==> src/hw/rtl/egbw_pkg.sv <==
// ----------------------------------------------------------------------------
// egbw_pkg
// Shared types, constants and helpers of the Exp-Golomb bit writer.
// ----------------------------------------------------------------------------
package egbw_pkg;

   localparam int WORD_BITS   = 32;
   localparam int POS_W       = 5;               // bit position inside a word
   localparam int CHUNK_W     = 2 * WORD_BITS;   // longest code of one request
   localparam int LEN_W       = 7;               // 0 .. CHUNK_W - 1
   localparam int WIN_W       = 3 * WORD_BITS;   // pending word plus a chunk
   localparam int QUEUE_DEPTH = 3;

   typedef enum logic [2:0] {
      CMD_FIXED = 3'd0,
      CMD_UE    = 3'd1,
      CMD_SE    = 3'd2,
      CMD_TRAIL = 3'd3,
      CMD_END   = 3'd4
   } cmd_type;

   // code bits left aligned in chunk, len of them valid
   typedef struct packed {
      logic [CHUNK_W-1:0] chunk;
      logic [LEN_W-1:0]   len;
   } code_type;

   typedef struct packed {
      logic [WORD_BITS-1:0] out_word;
      logic [2:0]           valid_bytes;
      logic                 last_word;
      logic [WORD_BITS-1:0] total_bits;
   } rsp_type;

   // number of significant bits of x (position of the top one, plus one)
   function automatic logic [5:0] bit_len(input logic [WORD_BITS-1:0] x);
      logic [5:0] n;
      n = '0;
      for (int i = 0; i < WORD_BITS; i++) begin
         if (x[i]) n = 6'(i + 1);
      end
      return n;
   endfunction

endpackage

==> src/hw/rtl/egbw_req_if.sv <==
// ----------------------------------------------------------------------------
// egbw_req_if
// Request channel: command, value and fixed field width.
// ----------------------------------------------------------------------------
interface egbw_req_if;
   logic        valid;
   logic        ready;
   logic [2:0]  command;
   logic [31:0] value;
   logic [5:0]  bit_count;

   modport source (output valid, command, value, bit_count, input ready);
   modport sink   (input valid, command, value, bit_count, output ready);
endinterface

==> src/hw/rtl/egbw_rsp_if.sv <==
// ----------------------------------------------------------------------------
// egbw_rsp_if
// Result channel: packed words, byte count, last flag and stream length.
// ----------------------------------------------------------------------------
interface egbw_rsp_if;
   logic        valid;
   logic        ready;
   logic [31:0] out_word;
   logic [2:0]  valid_bytes;
   logic        last_word;
   logic [31:0] total_bits;

   modport source (output valid, out_word, valid_bytes, last_word, total_bits,
                   input ready);
   modport sink   (input valid, out_word, valid_bytes, last_word, total_bits,
                   output ready);
endinterface

==> src/hw/rtl/exp_golomb_bit_writer.sv <==
// ----------------------------------------------------------------------------
// exp_golomb_bit_writer
// Packs fixed fields, ue(v)/se(v) codes and RBSP trailing bits MSB first
// into 32-bit words; the end command flushes the partial word.
//
//   channel    role    carries
//   req_chan   sink    command, value, bit_count
//   rsp_chan   source  out_word, valid_bytes, last_word, total_bits
//
// One request per cycle while req_chan.ready is high. A request is registered,
// then coded and packed into the result queue, whose head drives rsp_chan.
// The three-entry result queue drains one word per cycle while rsp_chan.ready
// is high. req_chan.ready drops while a request waits and two or more words
// are queued; with rsp_chan.ready high only two-word requests cause a stall.
// Synchronous active-high reset clears the partial word, counters and queue.
// ----------------------------------------------------------------------------
module exp_golomb_bit_writer
   import egbw_pkg::*;
(
   input  logic        clock,
   input  logic        reset,
   egbw_req_if.sink    req_chan,
   egbw_rsp_if.source  rsp_chan
);

   logic                 in_vld_ff, in_vld_in;
   logic [2:0]           in_cmd_ff;
   logic [31:0]          in_val_ff;
   logic [5:0]           in_cnt_ff;

   logic [WORD_BITS-1:0] pend_ff, pend_in;
   logic [POS_W-1:0]     pc_ff, pc_in;
   logic [WORD_BITS-1:0] len_ff, len_in;

   rsp_type              q_ff [QUEUE_DEPTH];
   rsp_type              q_in [QUEUE_DEPTH];
   logic [1:0]           cnt_ff, cnt_in;

   code_type             code;
   logic [WIN_W-1:0]     win;
   logic [LEN_W-1:0]     total;
   logic [WORD_BITS:0]   len_sum;
   logic [5:0]           vb_sum;
   logic                 accept, commit, pop;
   logic [1:0]           cnt_mid, nnew;
   rsp_type              new0, new1;

   egbw_encode u_encode (
      .command   (in_cmd_ff),
      .value     (in_val_ff),
      .bit_count (in_cnt_ff),
      .pend_cnt  (pc_ff),
      .code      (code)
   );

   assign commit         = in_vld_ff && (cnt_ff <= 2'd1);
   assign req_chan.ready = !in_vld_ff || (cnt_ff <= 2'd1);
   assign accept         = req_chan.valid && req_chan.ready;
   assign in_vld_in      = accept ? 1'b1 : (commit ? 1'b0 : in_vld_ff);

   // place the chunk right behind the pending bits
   always_comb begin
      win     = {pend_ff, {CHUNK_W{1'b0}}} | ({code.chunk, {WORD_BITS{1'b0}}} >> pc_ff);
      total   = LEN_W'(pc_ff) + code.len;
      len_sum = {1'b0, len_ff} + (WORD_BITS+1)'(code.len);
      vb_sum  = 6'(pc_ff) + 6'd7;
   end

   always_comb begin
      pend_in = pend_ff;
      pc_in   = pc_ff;
      len_in  = len_ff;
      nnew    = 2'd0;
      new0    = '{out_word: win[WIN_W-1 -: WORD_BITS], valid_bytes: 3'd4,
                  last_word: 1'b0, total_bits: '0};
      new1    = '{out_word: win[WIN_W-WORD_BITS-1 -: WORD_BITS], valid_bytes: 3'd4,
                  last_word: 1'b0, total_bits: '0};
      if (commit) begin
         case (in_cmd_ff)
            CMD_END: begin
               new0    = '{out_word: pend_ff, valid_bytes: vb_sum[5:3],
                           last_word: 1'b1, total_bits: len_ff};
               nnew    = 2'd1;
               pend_in = '0;
               pc_in   = '0;
               len_in  = '0;
            end
            CMD_FIXED, CMD_UE, CMD_SE, CMD_TRAIL: begin
               len_in = len_sum[WORD_BITS] ? '1 : len_sum[WORD_BITS-1:0];
               if (total >= LEN_W'(2 * WORD_BITS)) begin
                  nnew    = 2'd2;
                  pend_in = win[WORD_BITS-1:0];
                  pc_in   = POS_W'(total - LEN_W'(2 * WORD_BITS));
               end else if (total >= LEN_W'(WORD_BITS)) begin
                  nnew    = 2'd1;
                  pend_in = win[WIN_W-WORD_BITS-1 -: WORD_BITS];
                  pc_in   = POS_W'(total - LEN_W'(WORD_BITS));
               end else begin
                  pend_in = win[WIN_W-1 -: WORD_BITS];
                  pc_in   = total[POS_W-1:0];
               end
            end
            default: begin
               // undefined command: drop
            end
         endcase
      end
   end

   // result queue: slot 0 faces the port, pop shifts, new words append
   always_comb begin
      pop     = (cnt_ff != 2'd0) && rsp_chan.ready;
      cnt_mid = cnt_ff - 2'(pop);
      for (int k = 0; k < QUEUE_DEPTH; k++) begin
         q_in[k] = q_ff[k];
      end
      if (pop) begin
         for (int k = 0; k < QUEUE_DEPTH - 1; k++) begin
            q_in[k] = q_ff[k+1];
         end
      end
      for (int k = 0; k < QUEUE_DEPTH; k++) begin
         if ((nnew != 2'd0) && (2'(k) == cnt_mid)) q_in[k] = new0;
         if ((nnew == 2'd2) && (2'(k) == cnt_mid + 2'd1)) q_in[k] = new1;
      end
      cnt_in = cnt_mid + nnew;
   end

   assign rsp_chan.valid       = (cnt_ff != 2'd0);
   assign rsp_chan.out_word    = q_ff[0].out_word;
   assign rsp_chan.valid_bytes = q_ff[0].valid_bytes;
   assign rsp_chan.last_word   = q_ff[0].last_word;
   assign rsp_chan.total_bits  = q_ff[0].total_bits;

   always_ff @(posedge clock) begin
      if (reset) begin
         in_vld_ff <= 1'b0;
         pend_ff   <= '0;
         pc_ff     <= '0;
         len_ff    <= '0;
         cnt_ff    <= '0;
      end else begin
         in_vld_ff <= in_vld_in;
         pend_ff   <= pend_in;
         pc_ff     <= pc_in;
         len_ff    <= len_in;
         cnt_ff    <= cnt_in;
      end
   end

   always_ff @(posedge clock) begin
      if (accept) begin
         in_cmd_ff <= req_chan.command;
         in_val_ff <= req_chan.value;
         in_cnt_ff <= req_chan.bit_count;
      end
      for (int k = 0; k < QUEUE_DEPTH; k++) begin
         q_ff[k] <= q_in[k];
      end
   end

endmodule

==> src/hw/rtl/egbw_encode.sv <==
// ----------------------------------------------------------------------------
// egbw_encode
// Turns one request into a left-aligned code chunk and its length.
// ----------------------------------------------------------------------------
module egbw_encode
   import egbw_pkg::*;
(
   input  logic [2:0]       command,
   input  logic [31:0]      value,
   input  logic [5:0]       bit_count,
   input  logic [POS_W-1:0] pend_cnt,
   output code_type         code
);

   logic [5:0]           fix_n;
   logic [WORD_BITS-1:0] se_mag;
   logic [WORD_BITS-1:0] se_map;
   logic [WORD_BITS-1:0] ue_src;
   logic [WORD_BITS-1:0] ue_code;
   logic [5:0]           ue_len;
   logic [LEN_W-1:0]     ue_n;
   logic [2:0]           stop_pos;
   logic [2:0]           pad;

   always_comb begin
      fix_n = (bit_count > 6'(WORD_BITS)) ? 6'(WORD_BITS) : bit_count;

      // signed mapping: v > 0 -> 2v-1, v <= 0 -> -2v, saturate past range
      se_mag = WORD_BITS'(-value);
      if (!value[WORD_BITS-1]) begin
         se_map = (value == '0) ? '0 : {value[WORD_BITS-2:0], 1'b0} - 1'b1;
      end else if (se_mag[WORD_BITS-1]) begin
         se_map = {{(WORD_BITS-1){1'b1}}, 1'b0};
      end else begin
         se_map = {se_mag[WORD_BITS-2:0], 1'b0};
      end

      ue_src = (command == CMD_SE) ? se_map : value;
      if (&ue_src) ue_src = {{(WORD_BITS-1){1'b1}}, 1'b0};
      ue_code = ue_src + 1'b1;
      ue_len  = bit_len(ue_code);
      ue_n    = LEN_W'({ue_len, 1'b0} - 7'd1);

      // stop bit lands at pend_cnt; pad zeros to the byte boundary after it
      stop_pos = pend_cnt[2:0] + 3'd1;
      pad      = 3'(~stop_pos + 3'd1);

      code = '0;
      case (command)
         CMD_FIXED: begin
            code.len   = LEN_W'(fix_n);
            code.chunk = {32'b0, value} << (LEN_W'(CHUNK_W) - LEN_W'(fix_n));
         end
         CMD_UE, CMD_SE: begin
            code.len   = ue_n;
            code.chunk = {32'b0, ue_code} << (LEN_W'(CHUNK_W) - ue_n);
         end
         CMD_TRAIL: begin
            code.len   = LEN_W'(pad) + 7'd1;
            code.chunk = {1'b1, {(CHUNK_W-1){1'b0}}};
         end
         default: begin
            code = '0;
         end
      endcase
   end

endmodule

==> src/flat_wrapper.sv <==
// flat-port wrapper written by rule: the top's interface ports become plain ports
module exp_golomb_bit_writer_flat import egbw_pkg::*;
  (clock, reset, req_chan_valid, req_chan_command, req_chan_value, req_chan_bit_count, req_chan_ready, rsp_chan_valid, rsp_chan_out_word, rsp_chan_valid_bytes, rsp_chan_last_word, rsp_chan_total_bits, rsp_chan_ready);
  egbw_req_if req_chan_i ();
  egbw_rsp_if rsp_chan_i ();
  input  logic clock;
  input  logic reset;
  input wire logic [$bits(req_chan_i.valid)-1:0] req_chan_valid;
  input wire logic [$bits(req_chan_i.command)-1:0] req_chan_command;
  input wire logic [$bits(req_chan_i.value)-1:0] req_chan_value;
  input wire logic [$bits(req_chan_i.bit_count)-1:0] req_chan_bit_count;
  output wire logic [$bits(req_chan_i.ready)-1:0] req_chan_ready;
  output wire logic [$bits(rsp_chan_i.valid)-1:0] rsp_chan_valid;
  output wire logic [$bits(rsp_chan_i.out_word)-1:0] rsp_chan_out_word;
  output wire logic [$bits(rsp_chan_i.valid_bytes)-1:0] rsp_chan_valid_bytes;
  output wire logic [$bits(rsp_chan_i.last_word)-1:0] rsp_chan_last_word;
  output wire logic [$bits(rsp_chan_i.total_bits)-1:0] rsp_chan_total_bits;
  input wire logic [$bits(rsp_chan_i.ready)-1:0] rsp_chan_ready;
  assign req_chan_i.valid = req_chan_valid;
  assign req_chan_i.command = req_chan_command;
  assign req_chan_i.value = req_chan_value;
  assign req_chan_i.bit_count = req_chan_bit_count;
  assign req_chan_ready = req_chan_i.ready;
  assign rsp_chan_valid = rsp_chan_i.valid;
  assign rsp_chan_out_word = rsp_chan_i.out_word;
  assign rsp_chan_valid_bytes = rsp_chan_i.valid_bytes;
  assign rsp_chan_last_word = rsp_chan_i.last_word;
  assign rsp_chan_total_bits = rsp_chan_i.total_bits;
  assign rsp_chan_i.ready = rsp_chan_ready;
  exp_golomb_bit_writer u_core (.clock(clock), .reset(reset), .req_chan(req_chan_i), .rsp_chan(rsp_chan_i));
endmodule
==> config.mk <==
export PLATFORM = sky130hd
export DESIGN_NAME = exp_golomb_bit_writer_flat
export DESIGN_NICKNAME = d
export VERILOG_FILES = /design/src/hw/rtl/egbw_pkg.sv /design/src/hw/rtl/egbw_req_if.sv /design/src/hw/rtl/egbw_rsp_if.sv /design/src/hw/rtl/exp_golomb_bit_writer.sv /design/src/hw/rtl/egbw_encode.sv /design/src/flat_wrapper.sv
export SDC_FILE = /design/constraint.sdc
export NUM_CORES = 1
export LEC_CHECK = 0
export BUFFER_PORTS_ARGS = -buffer_cell sky130_fd_sc_hd__buf_4
export CAP_MARGIN = 10
export CORE_AREA = 2 2 257 259
export CTS_CLUSTER_SIZE = 14
export DETAILED_ROUTE_END_ITERATION = 12
export DIE_AREA = 0 0 259 261
export SLEW_MARGIN = 20
export SYNTH_ARGS = -nofsm -noshare
export SYNTH_HDL_FRONTEND = slang
export SYNTH_HIERARCHICAL = 1
export SYNTH_SLANG_ARGS = --single-unit
==> constraint.sdc <==
create_clock -name clock -period 15.3 [get_ports clock]
set_input_delay 0.765 -clock clock [delete_from_list [all_inputs] [get_ports clock]]
set_output_delay 0.765 -clock clock [all_outputs]
set_load 0.02 [all_outputs]
==> results.yml <==
outcome:
  outcome: "finished, final reports clean"
routing:
  antenna_left: 0
  via_count: 27600
  drt-initial-drc-count: 3464
  wire_per_inst_um: 26.6
  routed_via_density: 6.73
  wl_um: 109000
  drc: 0
  firstDrtPassIters: 8
synth:
  synth_most_common_cell: "nand2_1"
  ys_seq_area_share_pct: 27.4
  synth_top_area_cell: "edfxtp_1"
  ys.warnings.count: 6
  synth_cell_types: 121
  synth-async-reset-ratio_pct: 0
  synth_top_area_share_pct: 14.6
  yosys-top-cells-area: "edfxtp_1 15%, dfxtp_1 13%, mux2i_1 8.6%"
  postSynthAreaPerCell_um2: 8.38
  ys_ff_latch: 317
  synth_ff_type: "dfxtp_1"
  synth_edf_count: 137
  yosys-top-cells-count: "369 x nand2_1, 302 x nor2_1, 242 x mux2i_1, 209 x a21oi_1, 186 x o21ai_0"
  syn_area_um2: 28200
  synth.net_count: 3431
  netlist_instances: 3363
sta:
  max_slew.worst_pin.slew_ns: 1.13
  skew_ns: 0.0255
  setup_viol: 0
  hold_viol: 0
  fmax_ghz: 0.0762
  slew_headroom_pct: 24.5
  period_share_pct: 85.8
  slew_viol_final: 0
  rsz0062_at_grt: "false"
  fin_hold_ws_ns: 0.425
  post-route-min-period_ns: 13.13
  tns_ns: 0
layout:
  layout.area.seq_um2: 7730
  nets: 3285
  area_delta_synth_final_pct: 6.16
  instances_no_fill: 4104
  final_util_pct: 46.0
  drive_above_1_share_pct: 15.2
  fillers: 6302
  multi_input_area_um2: 18600
  diodes: 0
placed_design:
  dp.cells: 4045
  hpwlAfterDp_um: 80100
  portBuffers: 114
  gp_congestion: 0.986
grt:
  grt_pass1_vias: 25700
  overflow: 0
  grt_max_degree: 94
  grt_pass1_wl_um: 164000
  antenna_found_initial: 1
  grt_usage_pct: 31.1
clocking:
  cts_resized: 0
  ctsRootBufferMaster: "clkbuf_16"
  postCtsSetupBuffers: 0
  h-tree-depth: 2
  cts_made_buffers: 34
  clk_latency_ns: 0.53
  clockBufferDepth: 3
  hold_buffers: 0
  clock-sinks: 317
  cts_tree: "yes"
  cts.clk_slew.worst_paths_ns: 0.06
critical_path:
  worst_path_most_repeated_cell: "buf_4"
  reg2regPathDepth: 35
  arrival_ns: 13.38
  r2r_end: "u_core/q_ff[0][133]"
  crit_path_max_fanout: 40
  cpPeakStageDelay_ns: 0.85
  crit_path_end_kind: "flip-flop"
  cp-start-kind: "flip-flop"
  rr_startpoint: "u_core/in_cmd_ff[0]"
  worst_ep_required_time_ns: 15.55
  worst-setup-path-type: "flip-flop to flip-flop"
  r2r_slack_ns: 2.17
  slowest_stage: "or3b_2"
floorplan:
  pin_count: 115
  core_um2: 65000
  design.die.area_um2: 67600
  rows: 94
  die_y_um: 261
  die_w_um: 259
  start_util_pct: 43.3
power:
  power.leakage_nw: 11.0
  ir_drop_mv: 0.0870
  p_per_area_nw_per_um2: 119
min_path:
  min_from: "req_chan_value[3]"
  min_path_type: "primary input to flip-flop"
  holdPathEnd: "u_core/in_val_ff[3]"
  whs_path_depth: 1
run:
  maxCapViolCount: 0
-- through the flow --
stage | instance area [um^2] | total power [W] | setup slack, ns
6_report | 29900 | 0.00357 | 2.17
5_1_grt | 29900 | 0.00373 | 1.52
4_1_cts | 29900 | 0.00355 | 2.43
3_5_place_dp | 28900 | 0.00275 | 2.45
3_3_place_gp | 28800 | 0.00273 | 2.57
2_1_floorplan | 28200 | 0.00230 | 4.51
-- logic make-up after synthesis --
logic type      count (synthesis)  synth area share [%]
xor+xnor                       66                  2.17
fa+ha+maj                      23                  1.07
simple gates                 1169                  20.4
other cells                     1                0.0133
mux                           403                  18.2
buf+inv                       400                  7.11
compound gates                984                  23.7
flops                         317                  27.4
-- worst max path at each step --
stage	end	from	slack (ns)
after floorplan	u_core/q_ff[0][104]	u_core/in_val_ff[0]	4.51
after global placement	u_core/q_ff[0][39]	u_core/in_cmd_ff[0]	2.57
after detailed placement	u_core/q_ff[0][129]	u_core/in_cmd_ff[0]	2.45
after CTS	u_core/q_ff[0][133]	u_core/in_cmd_ff[0]	2.43
after global routing	u_core/q_ff[0][39]	u_core/in_cmd_ff[0]	1.52
final	u_core/q_ff[0][133]	u_core/in_cmd_ff[0]	2.17
-- power by group --
part / total (W) / internal [W] / switching (W)
combinational: 0.00162 / 0.000591 / 0.00103
sequential: 0.00115 / 0.00105 / 0.000105
clock: 0.000796 / 0.000446 / 0.000350
total: 0.00357 / 0.00208 / 0.00149
-- flip-flops by register name (all words and copies together) (netlist names) --
| signal | flops |
|---|---|
| u_core/in_vld_ff | 1 |
| u_core/cnt_ff | 2 |
| u_core/len_ff | 32 |
| u_core/pc_ff | 5 |
| u_core/in_val_ff | 32 |
| u_core/in_cmd_ff | 3 |
| u_core/pend_ff | 32 |
| u_core/q_ff | 204 |
| u_core/in_cnt_ff | 6 |
-- critical path: cells and delay by family, from the launching register on --
family | cells | cell delay (ns)
AOI/OAI and AO/OA | 8 | 2.47
xor gates and xnor gates | 2 | 1.00
adders and majority gates | 3 | 0.99
buffers and inverters | 7 | 2.02
DFF | 1 | 0.75
and+or+nand+nor | 15 | 5.59
-- routing by layer --
metal / up-vias / routed length, um / global-route usage [%] / share of wire (%)
met5: - / 8 / 0 / 0.0073
met1: 13500 / 45800 / 42.7 / 42
met2: 1493 / 49400 / 49.4 / 45
met3: 284 / 8790 / 4.09 / 8.1
met4: 2 / 5090 / 13.2 / 4.7
li1: 12400 / - / - / -
-- cells in the final DEF, fill, tap and decap left out, drive strengths merged, types with 31 or more instances in the layout --
cell type / count
buf: 175
and3: 66
o211ai: 31
nor3: 89
nor4: 44
nand2: 371
o22ai: 62
a211oi: 105
dfxtp: 180
a21oi: 213
nor2: 305
inv: 45
edfxtp: 137
mux2i: 242
mux2: 82
o21ai: 236
xnor2: 42
nand3: 113
mux4: 79
clkbuf: 46
a21o: 40
-- cell type report --
type                            instances  area share, %
Tap cell                              864           3.61
Inverter                               43          0.548
Clock inverter                         13          0.376
Timing Repair Buffer                  175           4.39
Multi-Input combinational cell       2646           62.1
Clock buffer                           46           3.10
Sequential cell                       317           25.8
(Power assumes the default switching activity.)
